## src/rtl/eil4hp_pkg.sv

```systemverilog
package eil4hp_pkg;

  localparam int unsigned COUNT_BITS_DEFAULT = 16;

  localparam int unsigned ETH_HDR_LEN   = 14;
  localparam int unsigned MIN_IP_FRAME  = 34;
  localparam int unsigned TCP_HDR_MIN   = 20;
  localparam int unsigned UDP_HDR_LEN   = 8;
  localparam int unsigned IHL_MIN       = 5;

  localparam logic [15:0] ETH_TYPE_IPV4 = 16'h0800;
  localparam logic [3:0]  IP_VERSION_4  = 4'd4;
  localparam logic [7:0]  PROTO_TCP     = 8'd6;
  localparam logic [7:0]  PROTO_UDP     = 8'd17;

  localparam int unsigned OFS_ETH_TYPE_HI = 12;
  localparam int unsigned OFS_ETH_TYPE_LO = 13;
  localparam int unsigned OFS_VER_IHL     = 14;
  localparam int unsigned OFS_TTL         = 22;
  localparam int unsigned OFS_PROTO       = 23;
  localparam int unsigned OFS_SRC_FIRST   = 26;
  localparam int unsigned OFS_SRC_LAST    = 29;
  localparam int unsigned OFS_DST_FIRST   = 30;
  localparam int unsigned OFS_DST_LAST    = 33;

  typedef enum logic [1:0] {
    L4_OTHER = 2'd0,
    L4_TCP   = 2'd1,
    L4_UDP   = 2'd2
  } l4_kind_e;

endpackage

```

## src/rtl/eth_ipv4_l4_header_parser_top.sv

```systemverilog
// Channel | Handshake                 | Payload                        | Transaction
// input   | in_valid_i / in_ready_o   | byte_in_i, last_byte_i         | one frame byte
// output  | out_valid_o / out_ready_i | ip_ok_o, l4_kind_o ... data_len_o | one result per frame
// One byte is accepted per cycle while in_ready_o is high.
// The last byte registers the length in len_q and sets pend_q; the result then loads once the output register is free.
// rst_ni clears the byte counter and the valid flags; field registers hold junk.
// in_ready_o drops only while a finished frame waits for a full output register;
// the next frame's first byte is taken in the same cycle the result moves out.
module eth_ipv4_l4_header_parser_top #(
  parameter int unsigned COUNT_BITS = eil4hp_pkg::COUNT_BITS_DEFAULT
) (
  input  logic        clk_i,
  input  logic        rst_ni,
  input  logic        in_valid_i,
  output logic        in_ready_o,
  input  logic [7:0]  byte_in_i,
  input  logic        last_byte_i,
  output logic        out_valid_o,
  input  logic        out_ready_i,
  output logic        ip_ok_o,
  output logic [1:0]  l4_kind_o,
  output logic        transport_ok_o,
  output logic [7:0]  ttl_o,
  output logic [31:0] src_ip_o,
  output logic [31:0] dst_ip_o,
  output logic [15:0] sport_o,
  output logic [15:0] dport_o,
  output logic [31:0] seq_num_o,
  output logic [31:0] ack_num_o,
  output logic [7:0]  flags_o,
  output logic [15:0] data_len_o
);
  import eil4hp_pkg::*;

  localparam int unsigned CB = COUNT_BITS;
  localparam logic [CB-1:0] CountMax = '1;

  typedef struct packed {
    logic        ip_ok;
    logic [1:0]  l4_kind;
    logic        transport_ok;
    logic [7:0]  ttl;
    logic [31:0] src_ip;
    logic [31:0] dst_ip;
    logic [15:0] sport;
    logic [15:0] dport;
    logic [31:0] seq_num;
    logic [31:0] ack_num;
    logic [7:0]  flags;
    logic [15:0] data_len;
  } result_t;

  logic [CB-1:0] count_q, count_d, len_next, len_q;
  logic          pend_q;
  logic [15:0]   eth_type_q, eth_type_d;
  logic [7:0]    ver_ihl_q, ver_ihl_d;
  logic [7:0]    ttl_q, ttl_d;
  logic [7:0]    proto_q, proto_d;
  logic [31:0]   src_q, src_d;
  logic [31:0]   dst_q, dst_d;
  logic [15:0]   sport_q, sport_d;
  logic [15:0]   dport_q, dport_d;
  logic [31:0]   seq_q, seq_d;
  logic [31:0]   ack_q, ack_d;
  logic [7:0]    flags_q, flags_d;
  logic [3:0]    doff_q, doff_d;

  logic          out_valid_q;
  result_t       out_q, res;

  logic          in_fire, out_free, eval_load, cap_en;
  logic [CB-1:0] t_cap, r_cap;

  assign out_free   = !out_valid_q || out_ready_i;
  assign eval_load  = pend_q && out_free;
  assign in_ready_o = !pend_q || out_free;
  assign in_fire    = in_valid_i && in_ready_o;
  assign cap_en     = in_fire && (count_q != CountMax);

  assign len_next = (count_q == CountMax) ? CountMax : count_q + CB'(1);
  assign count_d  = in_fire ? (last_byte_i ? '0 : len_next) : count_q;

  assign t_cap = CB'(ETH_HDR_LEN) + CB'({ver_ihl_q[3:0], 2'b00});
  assign r_cap = count_q - t_cap;

  always_comb begin
    eth_type_d = eth_type_q;
    ver_ihl_d  = ver_ihl_q;
    ttl_d      = ttl_q;
    proto_d    = proto_q;
    src_d      = src_q;
    dst_d      = dst_q;
    sport_d    = sport_q;
    dport_d    = dport_q;
    seq_d      = seq_q;
    ack_d      = ack_q;
    flags_d    = flags_q;
    doff_d     = doff_q;
    if (cap_en) begin
      if (count_q == CB'(OFS_ETH_TYPE_HI) || count_q == CB'(OFS_ETH_TYPE_LO)) begin
        eth_type_d = {eth_type_q[7:0], byte_in_i};
      end else if (count_q == CB'(OFS_VER_IHL)) begin
        ver_ihl_d = byte_in_i;
      end else if (count_q == CB'(OFS_TTL)) begin
        ttl_d = byte_in_i;
      end else if (count_q == CB'(OFS_PROTO)) begin
        proto_d = byte_in_i;
      end else if (count_q >= CB'(OFS_SRC_FIRST) && count_q <= CB'(OFS_SRC_LAST)) begin
        src_d = {src_q[23:0], byte_in_i};
      end else if (count_q >= CB'(OFS_DST_FIRST) && count_q <= CB'(OFS_DST_LAST)) begin
        dst_d = {dst_q[23:0], byte_in_i};
      end
      if (count_q > CB'(OFS_VER_IHL) && count_q >= t_cap) begin
        if (r_cap < CB'(2)) begin
          sport_d = {sport_q[7:0], byte_in_i};
        end else if (r_cap < CB'(4)) begin
          dport_d = {dport_q[7:0], byte_in_i};
        end else if (r_cap < CB'(8)) begin
          seq_d = {seq_q[23:0], byte_in_i};
        end else if (r_cap < CB'(12)) begin
          ack_d = {ack_q[23:0], byte_in_i};
        end else if (r_cap == CB'(12)) begin
          doff_d = byte_in_i[7:4];
        end else if (r_cap == CB'(13)) begin
          flags_d = byte_in_i;
        end
      end
    end
  end

  logic [3:0]    ihl;
  logic [CB-1:0] t_ev, hdr_end;
  logic          ip_ok;

  assign ihl     = ver_ihl_q[3:0];
  assign t_ev    = CB'(ETH_HDR_LEN) + CB'({ihl, 2'b00});
  assign hdr_end = t_ev + CB'({doff_q, 2'b00});
  assign ip_ok   = (len_q >= CB'(MIN_IP_FRAME)) && (eth_type_q == ETH_TYPE_IPV4) &&
                   (ver_ihl_q[7:4] == IP_VERSION_4) && (ihl >= 4'(IHL_MIN)) &&
                   (len_q >= t_ev);

  always_comb begin
    res = '0;
    if (ip_ok) begin
      res.ip_ok  = 1'b1;
      res.ttl    = ttl_q;
      res.src_ip = src_q;
      res.dst_ip = dst_q;
      if (proto_q == PROTO_TCP) begin
        res.l4_kind = L4_TCP;
        if (len_q >= t_ev + CB'(TCP_HDR_MIN)) begin
          res.sport   = sport_q;
          res.dport   = dport_q;
          res.seq_num = seq_q;
          res.ack_num = ack_q;
          res.flags   = flags_q;
          if (doff_q >= 4'(IHL_MIN) && len_q >= hdr_end) begin
            res.transport_ok = 1'b1;
            res.data_len     = 16'(len_q - hdr_end);
          end
        end
      end else if (proto_q == PROTO_UDP) begin
        res.l4_kind = L4_UDP;
        if (len_q >= t_ev + CB'(UDP_HDR_LEN)) begin
          res.transport_ok = 1'b1;
          res.sport        = sport_q;
          res.dport        = dport_q;
          res.data_len     = 16'(len_q - (t_ev + CB'(UDP_HDR_LEN)));
        end
      end
    end
  end

  always_ff @(posedge clk_i or negedge rst_ni) begin
    if (!rst_ni) begin
      count_q     <= '0;
      pend_q      <= 1'b0;
      out_valid_q <= 1'b0;
    end else begin
      count_q <= count_d;
      if (in_fire && last_byte_i) begin
        pend_q <= 1'b1;
      end else if (eval_load) begin
        pend_q <= 1'b0;
      end
      if (eval_load) begin
        out_valid_q <= 1'b1;
      end else if (out_ready_i) begin
        out_valid_q <= 1'b0;
      end
    end
  end

  always_ff @(posedge clk_i) begin
    eth_type_q <= eth_type_d;
    ver_ihl_q  <= ver_ihl_d;
    ttl_q      <= ttl_d;
    proto_q    <= proto_d;
    src_q      <= src_d;
    dst_q      <= dst_d;
    sport_q    <= sport_d;
    dport_q    <= dport_d;
    seq_q      <= seq_d;
    ack_q      <= ack_d;
    flags_q    <= flags_d;
    doff_q     <= doff_d;
    if (in_fire && last_byte_i) begin
      len_q <= len_next;
    end
    if (eval_load) begin
      out_q <= res;
    end
  end

  assign out_valid_o    = out_valid_q;
  assign ip_ok_o        = out_q.ip_ok;
  assign l4_kind_o      = out_q.l4_kind;
  assign transport_ok_o = out_q.transport_ok;
  assign ttl_o          = out_q.ttl;
  assign src_ip_o       = out_q.src_ip;
  assign dst_ip_o       = out_q.dst_ip;
  assign sport_o        = out_q.sport;
  assign dport_o        = out_q.dport;
  assign seq_num_o      = out_q.seq_num;
  assign ack_num_o      = out_q.ack_num;
  assign flags_o        = out_q.flags;
  assign data_len_o     = out_q.data_len;

endmodule

```

## config.mk

```make
export PLATFORM = sky130hd
export DESIGN_NAME = eth_ipv4_l4_header_parser_top
export DESIGN_NICKNAME = d
export VERILOG_FILES = /design/src/rtl/eil4hp_pkg.sv /design/src/rtl/eth_ipv4_l4_header_parser_top.sv
export SDC_FILE = /design/constraint.sdc
export NUM_CORES = 1
export LEC_CHECK = 0
export BUFFER_PORTS_ARGS = -buffer_cell sky130_fd_sc_hd__buf_2
export CELL_PAD_IN_SITES_DETAIL_PLACEMENT = 1
export CELL_PAD_IN_SITES_GLOBAL_PLACEMENT = 1
export CORE_ASPECT_RATIO = 0.6
export CORE_UTILIZATION = 49
export DETAILED_ROUTE_END_ITERATION = 8
export GPL_TIMING_DRIVEN = 0
export PLACE_DENSITY_LB_ADDON = 0.1
export SYNTH_ARGS = -nofsm -noshare
export SYNTH_HDL_FRONTEND = slang
export SYNTH_SLANG_ARGS = --single-unit
```

## constraint.sdc

```tcl
create_clock -name clk_i -period 7.55 [get_ports clk_i]
set_input_delay 2.265 -clock clk_i [delete_from_list [all_inputs] [get_ports clk_i]]
set_output_delay 2.265 -clock clk_i [all_outputs]
set_load 0.05 [all_outputs]
```

==> results of run 1 <==
## per-layer routing
layer	up-vias	track usage	wire length (um)
met5	-	0	13
met4	2	0.0624	971
met3	68	0.0608	3260
met2	348	0.362	19300
met1	5252	0.342	19700
li1	4672	-	-
## worst paths after layout
kind | start | endpoint | slack, ns | cells after the start
setup / recovery | ver_ihl_q[0] | data_len_o[14] | 2.36 | 15
hold / removal | src_q[18] | src_q[26] | 0.44 | 0
setup reg to reg | ver_ihl_q[0] | data_len_o[14] | 2.36 | 15
hold reg to reg | src_q[18] | src_q[26] | 0.44 | 0
max in group asynchronous | rst_ni | count_q[10] | 5.53 | 1
min in group asynchronous | rst_ni | out_valid_o | 1.68 | 1
## logic make-up after synthesis
family                   after synthesis  share of synthesized area
AO/OA/AOI/OAI                        149                     0.0595
XOR/XNOR                              27                     0.0139
adder cells (fa/ha/maj)               46                     0.0344
buffers and inverters                 66                     0.0149
flip-flops                           442                      0.753
multiplexers                           1                   0.000643
AND/OR/NAND/NOR                      375                      0.124
## per-stage QoR
stage	cell area (um^2)	std cells
after floorplan	17500	1106
after global placement	19100	1782
after detailed placement	19300	1795
after CTS	20600	1866
after global routing	20600	1867
final	20600	1867
## cell type report
cell class	instances	area, um^2	area share
Sequential cell	442	13200	0.638
Clock inverter	25	254	0.0123
Buffer	42	170	0.00824
Timing Repair Buffer	223	1220	0.0589
Clock buffer	46	1040	0.0506
Inverter	24	90.1	0.00436
Multi-Input combinational cell	598	4110	0.199
Tap cell	467	584	0.0283
## critical path, stage by stage (launching register included)
cell      delay [ns]
edfxtp_1        0.65
inv_1           0.23
ha_1            0.58
inv_1           0.22
ha_1            0.32
a21o_1          0.19
a21oi_1         0.23
xor2_1          0.18
ha_1            0.29
nand3_1         0.14
o22ai_1         0.11
nor2_1          0.26
o21ai_0         0.15
o31ai_1         0.64
a31oi_1         0.22
a311oi_1        0.50
## registers in the layout (all words and copies together) (netlist names), 2 cells and up
register,flops
seq_num_o,32
eth_type_q,16
data_len_o,16
len_q,16
flags_o,8
dport_o,16
flags_q,8
count_q,16
doff_q,4
dst_q,32
sport_q,16
dst_ip_o,32
ttl_q,8
ver_ihl_q,8
proto_q,8
sport_o,16
l4_kind_o,2
ack_q,32
dport_q,16
ttl_o,8
src_q,32
src_ip_o,32
seq_q,32
ack_num_o,32
## power by group
group	switching, mW	internal (mW)
Clock	0.882	1.17
Sequential	0.0346	2.75
Combinational	0.355	0.0822
## synthesized netlist by cell type, drive strengths merged (6+ instances only)
| cell type | number |
|---|---|
| xor2 | 10 |
| or2 | 6 |
| a21o | 8 |
| nor3 | 25 |
| a22o | 8 |
| xnor2 | 17 |
| a21oi | 36 |
| o21bai | 6 |
| a22oi | 7 |
| nand4 | 6 |
| dfrtp | 18 |
| nor2 | 45 |
| inv | 24 |
| ha | 40 |
| nor4 | 9 |
| a211oi | 9 |
| edfxtp | 424 |
| clkbuf | 37 |
| and2 | 184 |
| and3 | 10 |
| o21ai | 23 |
| nand3 | 14 |
| nor2b | 6 |
| nand2b | 10 |
| nand2 | 34 |
==> reports/metrics.csv, run 1 <==
metric,value,unit
Worst setup SP type,flip-flop,
"area leader, netlist",edfxtp_1,
TritonCTS clock tree,built,
Main synth FF type,edfxtp_1,
Fill cells,3349,
clk sink count,442,
largest net degree at the start of global routing,68,
Mean Syn Cell Area,15.8,um^2
"FF+latch count, synth",442,
Port Buffers,209,
Synth Net Count,1163,
final worst slack,2.36,ns
vias,10300,
Worst Path Required,7.81,ns
critical path class,flip-flop to flip-flop,
Pwr Total,5.27,mW
Hold Crit Class,flip-flop to flip-flop,
ant diodes,0,
"commonest non-fill, non-tap cell in the layout",edfxtp_1,
Max Clock Freq,193,MHz
post-layout min period,5.19,ns
H-tree levels,2,
Synth Cell Area,17500,um^2
nets@finish,1429,
Lkg Pwr,7.65,nW
Initial Utilization,0.499,
Rows,53,
initial antenna violation count,2,
"Distinct cells, synth",75,
Slew HR,0.210,
Max-Cap Viols,0,
maximum VDD drop,0.277,mV
RSZ-0062 raised after global routing,no,
WL final,43.3,mm
Yosys top cell area share,0.727,
final period utilization,0.688,
status,"finished, final reports clean",
Final TNS setup,0,ns
"FFs w/ async S/R, synth",0.0407,
Die Footprint,36500,um^2
hold buffers post-CTS,0,
vias in the first global route,10500,
"Warnings, synthesis",0,
Worst setup EP type,flip-flop,
number of flops mapped to enable cells by yosys,424,
cells after synthesis,1106,
Power Dens Cells,255,nW/um^2
die outline height,148,um
Core Area,35100,um^2
sequential cell area fraction in the yosys report,0.753,
Root Buffer,clkbuf_16,
final setup violation count,0,
PostCTS Resize Cnt,0,
global-route usage over all layers,0.238,
crit path DAT,5.46,ns
Clock Latency Late Sink,0.54,ns
io pins,211,
CP Max Fanout,9,
post-DR vias/cell,5.54,
CTS Buffer Depth,3,
CTS buffer count,41,
most used cells in the layout excluding fill and tap cells,"edfxtp_1, buf_2, and2_1",
share of layout cells above drive strength 1,0.224,
Synth area leaders,"edfxtp_1, and2_1, ha_1",
post-detail-place hpwl,30.1,mm
Routed Antenna Nets,0,
Clock Skew,0.0176,ns
Initial DRC Count,819,
Max Slew Vio Count,0,
worst hold slack,0.440,ns
DRC,0,
area grow syn2layout,17.9,%
Initial DRT Pass Iterations,5,
first-pass GRT wire length,64.5,mm
DR WL/cell,23.2,um
clock edge transition at the registers on the reported setup and hold paths,0.07,ns
Die Span X,246,um
Routability Congestion,0.886,
final hold viol count,0,
Post-Place Worst Slack,2.32,ns
total grt overflow,0,
final core utilization,0.589,
Post-CTS Setup Repair Bufs,0,
worst-margin pin slew,1.17,ns
Note: power is estimated with default switching activity, not from simulation.
==> run 2, diff against run 1 <==
Settings changed: CORE_UTILIZATION 49 to 44.
Clock period 7.55 ns to 4.43 ns, I/O delays scaled along.
==> run 2 against run 1 <==
- global-route usage down 3.4 points
- combinational power up 71%
- flip-flop and latch count did not move
- first-iteration DRC count fell by 6.8%
- hold slack got worse by 0.0080 ns
- critical path depth decreased by 2
- clock skew increased by 0.011 ns
- largest power group unchanged
==> reports/metrics.csv, run 2 (same netlist as run 1, synthesis figures left out) <==
metric,value,unit
Fill cells,3780,
WHS Path Cells,0,
status,"finished, final reports clean",
clk sink count,442,
global-route usage over all layers,0.204,
Worst Path Required,4.69,ns
Post-Place Worst Slack,-0.807,ns
H-tree levels,2,
worst-margin pin slew,1.20,ns
final setup violation count,0,
Power Dens Cells,428,nW/um^2
Sw Share,0.243,
Rows,56,
Core Area,39200,um^2
RSZ-0062 raised after global routing,no,
Worst R2R End,sport_o[14],
DR WL/cell,21.6,um
Seq pwr share,0.528,
total grt overflow,0,
Root Buffer,clkbuf_16,
Worst setup SP type,flip-flop,
vias,10100,
cells on worst reg2reg path,13,
Initial DRC Count,763,
post-layout min period,4.22,ns
first-pass GRT wire length,61.9,mm
die outline height,157,um
most used cells in the layout excluding fill and tap cells,"edfxtp_1, buf_2, and2_1",
Final TNS setup,0,ns
vias in the first global route,10200,
Power Internal,6.79,mW
Initial Utilization,0.447,
Max-Cap Viols,0,
Clock Latency Late Sink,0.55,ns
Initial DRT Pass Iterations,5,
Clock power frac,0.388,
Psw,2.18,mW
placed cell area,19400,um^2
Pwr Total,8.96,mW
Hold Crit Class,flip-flop to flip-flop,
Routability Congestion,0.907,
post-DR vias/cell,5.22,
combinational share of power,0.083,
CP Max Fanout,10,
Reg-to-Reg Start,ver_ihl_q[0],
Worst Hold Launch,eth_type_q[4],
io pins,211,
critical path class,flip-flop to flip-flop,
Lkg Pwr,7.72,nW
fin area,20900,um^2
"commonest non-fill, non-tap cell in the layout",edfxtp_1,
final period utilization,0.952,
Die Footprint,40600,um^2
hold buffers post-CTS,0,
Max Clock Freq,237,MHz
Inst Count DP,1850,
initial antenna violation count,2,
WL final,41.6,mm
share of layout cells above drive strength 1,0.238,
clock edge transition at the registers on the reported setup and hold paths,0.06,ns
final worst slack,0.213,ns
Slew HR,0.191,
post-detail-place hpwl,28.8,mm
maximum VDD drop,0.371,mV
Clock Skew,0.0291,ns
CTS buffer count,42,
TritonCTS clock tree,built,
DRC,0,
Max Slew Vio Count,0,
Routed Antenna Nets,0,
final hold viol count,0,
non-filler cells in the finished layout,1930,
largest net degree at the start of global routing,71,
CTS Buffer Depth,3,
nets@finish,1434,
area grow syn2layout,19.5,%
Hold Crit Endpoint,eth_type_q[12],
Worst setup EP type,flip-flop,
Port Buffers,209,
Die Span X,260,um
crit path DAT,4.48,ns
reg-to-reg setup timing slack,0.21,ns
-- run 2: power by group through the flow --
stage | clock network (mW) | registers, mW | logic, mW
after floorplan | 0 | 5.17 | 0.164
after global placement | 0 | 4.84 | 0.711
after detailed placement | 0 | 4.82 | 0.742
after CTS | 3.57 | 4.74 | 0.753
after global routing | 3.72 | 4.74 | 0.786
final | 3.48 | 4.73 | 0.748
-- run 2: metrics by stage --
| step | hold WS [ns] | utilization |
|---|---|---|
| finish | 0.432 | 0.534 |
| CTS | 0.440 | 0.532 |
| detailed placement | 0.425 | 0.496 |
| global route | 0.444 | 0.534 |
| global placement | 0.419 | 0.491 |
| floorplan | 0.417 | - |
-- run 2: worst max path at each step --
stage | slack, ns | depth (start not counted) | end | from
detailed placement | -0.81 | 13 | ack_q[29] | ver_ihl_q[0]
finish | 0.21 | 13 | sport_o[14] | ver_ihl_q[0]
global placement | -3.19 | 11 | ack_q[29] | ver_ihl_q[0]
floorplan | -1.19 | 11 | seq_q[0] | ver_ihl_q[0]
global route | 0.02 | 15 | data_len_o[15] | ver_ihl_q[0]
CTS | 0.04 | 15 | data_len_o[11] | ver_ihl_q[0]
-- run 2: critical path, cell delays in order, from the launching register on --
cell      delay (ns)
edfxtp_1        0.42
buf_4           0.21
o21ai_2         0.23
xor2_4          0.35
inv_2           0.16
xnor2_1         0.16
ha_1            0.33
and4_1          0.21
a41oi_1         0.26
a21boi_1        0.66
or2_2           0.28
a21oi_2         0.13
clkbuf_1        0.25
and2_1          0.27
-- run 2: repair_timing --
item / 4_1_cts / 5_1_grt
setup buffers: 3 / 1
setup endpoints to repair: 216 / 82
gates resized for setup: 11 / 11
pin swaps: 2 / 5
-- run 2: layer usage --
metal	global-route usage	up-vias	wire [um]
met2	0.299	291	18300
met1	0.303	5033	19600
li1	-	4688	-
met4	0.0532	0	879
met5	0	-	0
met3	0.0494	55	2860
-- run 2: cell type report --
cell class	count	area (um^2)	share of cell area
tap	522	653	0.0312
inverter	24	90.1	0.00431
timing repair buffer	227	1280	0.0612
clock buffer	50	1110	0.0532
sequential	442	13200	0.630
antenna	1	2.50	0.000120
buffer	42	170	0.00813
multi-input combinational	598	4230	0.202
clock inverter	24	196	0.00939
==> run 3, diff against run 2 <==
Settings changed: MAX_ROUTING_LAYER set to met4, PLACE_DENSITY set to 0.79, PLACE_DENSITY_LB_ADDON 0.1 to not set, RECOVER_POWER set to 100.
==> run 3 against run 2 <==
- the flow now finishes with violations (capacitance limit, slew limit)
- setup slack worse by 0.055 ns
- core utilization decreased by 1.1 points
- final area down 2.0%
- flip-flop and latch count is the same
- critical endpoint is now src_ip_o[16]
- largest cell class unchanged
==> reports/metrics.csv, run 3 (same netlist as run 1, synthesis figures left out) <==
metric,value,unit
Core Area,39200,um^2
Rows,56,
Worst setup SP type,flip-flop,
post-DR vias/cell,5.32,
CTS Buffer Depth,3,
DRC,0,
final hold viol count,0,
nets@finish,1433,
Root Buffer,clkbuf_16,
H-tree levels,2,
RSZ-0062 raised after global routing,yes,
fin area,20500,um^2
TritonCTS clock tree,built,
Routability Congestion,0.908,
Max-Cap Viols,2,
Worst setup EP type,flip-flop,
Max Clock Freq,234,MHz
critical path class,flip-flop to flip-flop,
post-layout min period,4.27,ns
post-detail-place hpwl,29.9,mm
Power Dens Cells,434,nW/um^2
WL final,43.0,mm
Lkg Pwr,7.00,nW
placed cell area,19400,um^2
clk sink count,442,
Port Buffers,209,
most used cells in the layout excluding fill and tap cells,"edfxtp_1, clkbuf_1, and2_1",
area grow syn2layout,17.1,%
Clock Skew,0.0219,ns
Clock Latency Late Sink,0.55,ns
worst-margin pin slew,2.65,ns
Final TNS setup,0,ns
maximum VDD drop,0.332,mV
status,finished with violations,
clock edge transition at the registers on the reported setup and hold paths,0.07,ns
crit path DAT,4.56,ns
initial antenna violation count,3,
Slew HR,-0.764,
die outline height,157,um
Die Footprint,40600,um^2
hold buffers post-CTS,0,
Worst Path Required,4.72,ns
share of layout cells above drive strength 1,0.0768,
Initial DRC Count,780,
total grt overflow,0,
largest net degree at the start of global routing,60,
first-pass GRT wire length,64.0,mm
DR WL/cell,22.3,um
CTS buffer count,41,
Initial Utilization,0.447,
"commonest non-fill, non-tap cell in the layout",edfxtp_1,
Inst Count DP,1850,
CP Max Fanout,10,
Initial DRT Pass Iterations,5,
Hold Crit Class,flip-flop to flip-flop,
final period utilization,0.964,
io pins,211,
Die Span X,260,um
global-route usage over all layers,0.216,
vias in the first global route,10600,
Max Slew Vio Count,67,
final setup violation count,0,
Routed Antenna Nets,0,
failing checks,"capacitance limit, slew limit",
vias,10300,
non-filler cells in the finished layout,1930,
[run 3: cell types whose count changed in the layout (fill, tap and decap cells not counted), moves of 3 or more]
cell,before,now
and2_1,183,135
clkbuf_2,0,3
buf_2,213,5
clkinv_2,8,5
clkbuf_1,43,258
and2_0,0,49
[run 3: timing repair]
action	4_1_cts	5_1_grt
pin swaps	3	2
buffers inserted	5	0
endpoints found under the hold margin	0	0
setup endpoints to repair	225	104
resized for setup	7	7
[run 3: metrics by stage]
step	worst slack, ns	utilization	hold slack, ns	total power [mW]
3_5_place_dp	-0.829	0.496	0.426	5.57
4_1_cts	0.0530	0.531	0.430	9.02
2_1_floorplan	-1.19	-	0.417	5.34
5_1_grt	-0.0188	0.523	0.442	9.14
3_3_place_gp	-2.92	0.491	0.421	5.55
6_report	0.158	0.523	0.436	8.90
[run 3: critical path: stages (launching register included)]
cell	delay, ns
edfxtp_1	0.37
inv_1	0.12
ha_1	0.51
inv_1	0.19
ha_1	0.45
inv_1	0.10
o21ai_0	0.18
a21oi_1	0.07
o221ai_1	0.18
a31o_1	0.17
clkbuf_1	0.57
inv_1	0.21
buf_2	0.32
clkbuf_1	0.29
and2_1	0.24
[run 3: worst paths after layout]
check,startpoint,slack [ns],depth (start not counted),end
max,ver_ihl_q[0],0.16,14,src_ip_o[16]
max reg2reg,ver_ihl_q[0],0.16,14,src_ip_o[16]
min,src_q[19],0.44,0,src_q[27]
max in group asynchronous,rst_ni,2.79,1,count_q[2]
min reg2reg,src_q[19],0.44,0,src_q[27]
min in group asynchronous,rst_ni,0.98,1,count_q[9]
[run 3: routing by layer]
layer	vias to the layer above	wire length (um)	GRT usage
met1	5224	19800	0.303
met3	47	3480	0.0601
met5	-	0	-
met4	0	620	0.0434
met2	325	19100	0.316
li1	4674	-	-
[run 3: where the power goes]
group	internal (mW)	switching [mW]	total (mW)	leakage, nW
clock network	1.90	1.55	3.45	0.616
registers	4.68	0.0649	4.75	4.20
logic	0.107	0.605	0.712	2.19
total	6.69	2.22	8.90	7.00
[run 3: layout make-up]
cell class              instances  area [um^2]
diodes                          2         5.00
plain buffers                  42          169
clock buffers                  52         1070
clock inverters                21          209
fillers                      3919        18700
inverters                      24         90.1
multi-input cells             598         4170
flip-flops and latches        442        13200
well taps                     522          653
repair buffers                227          953
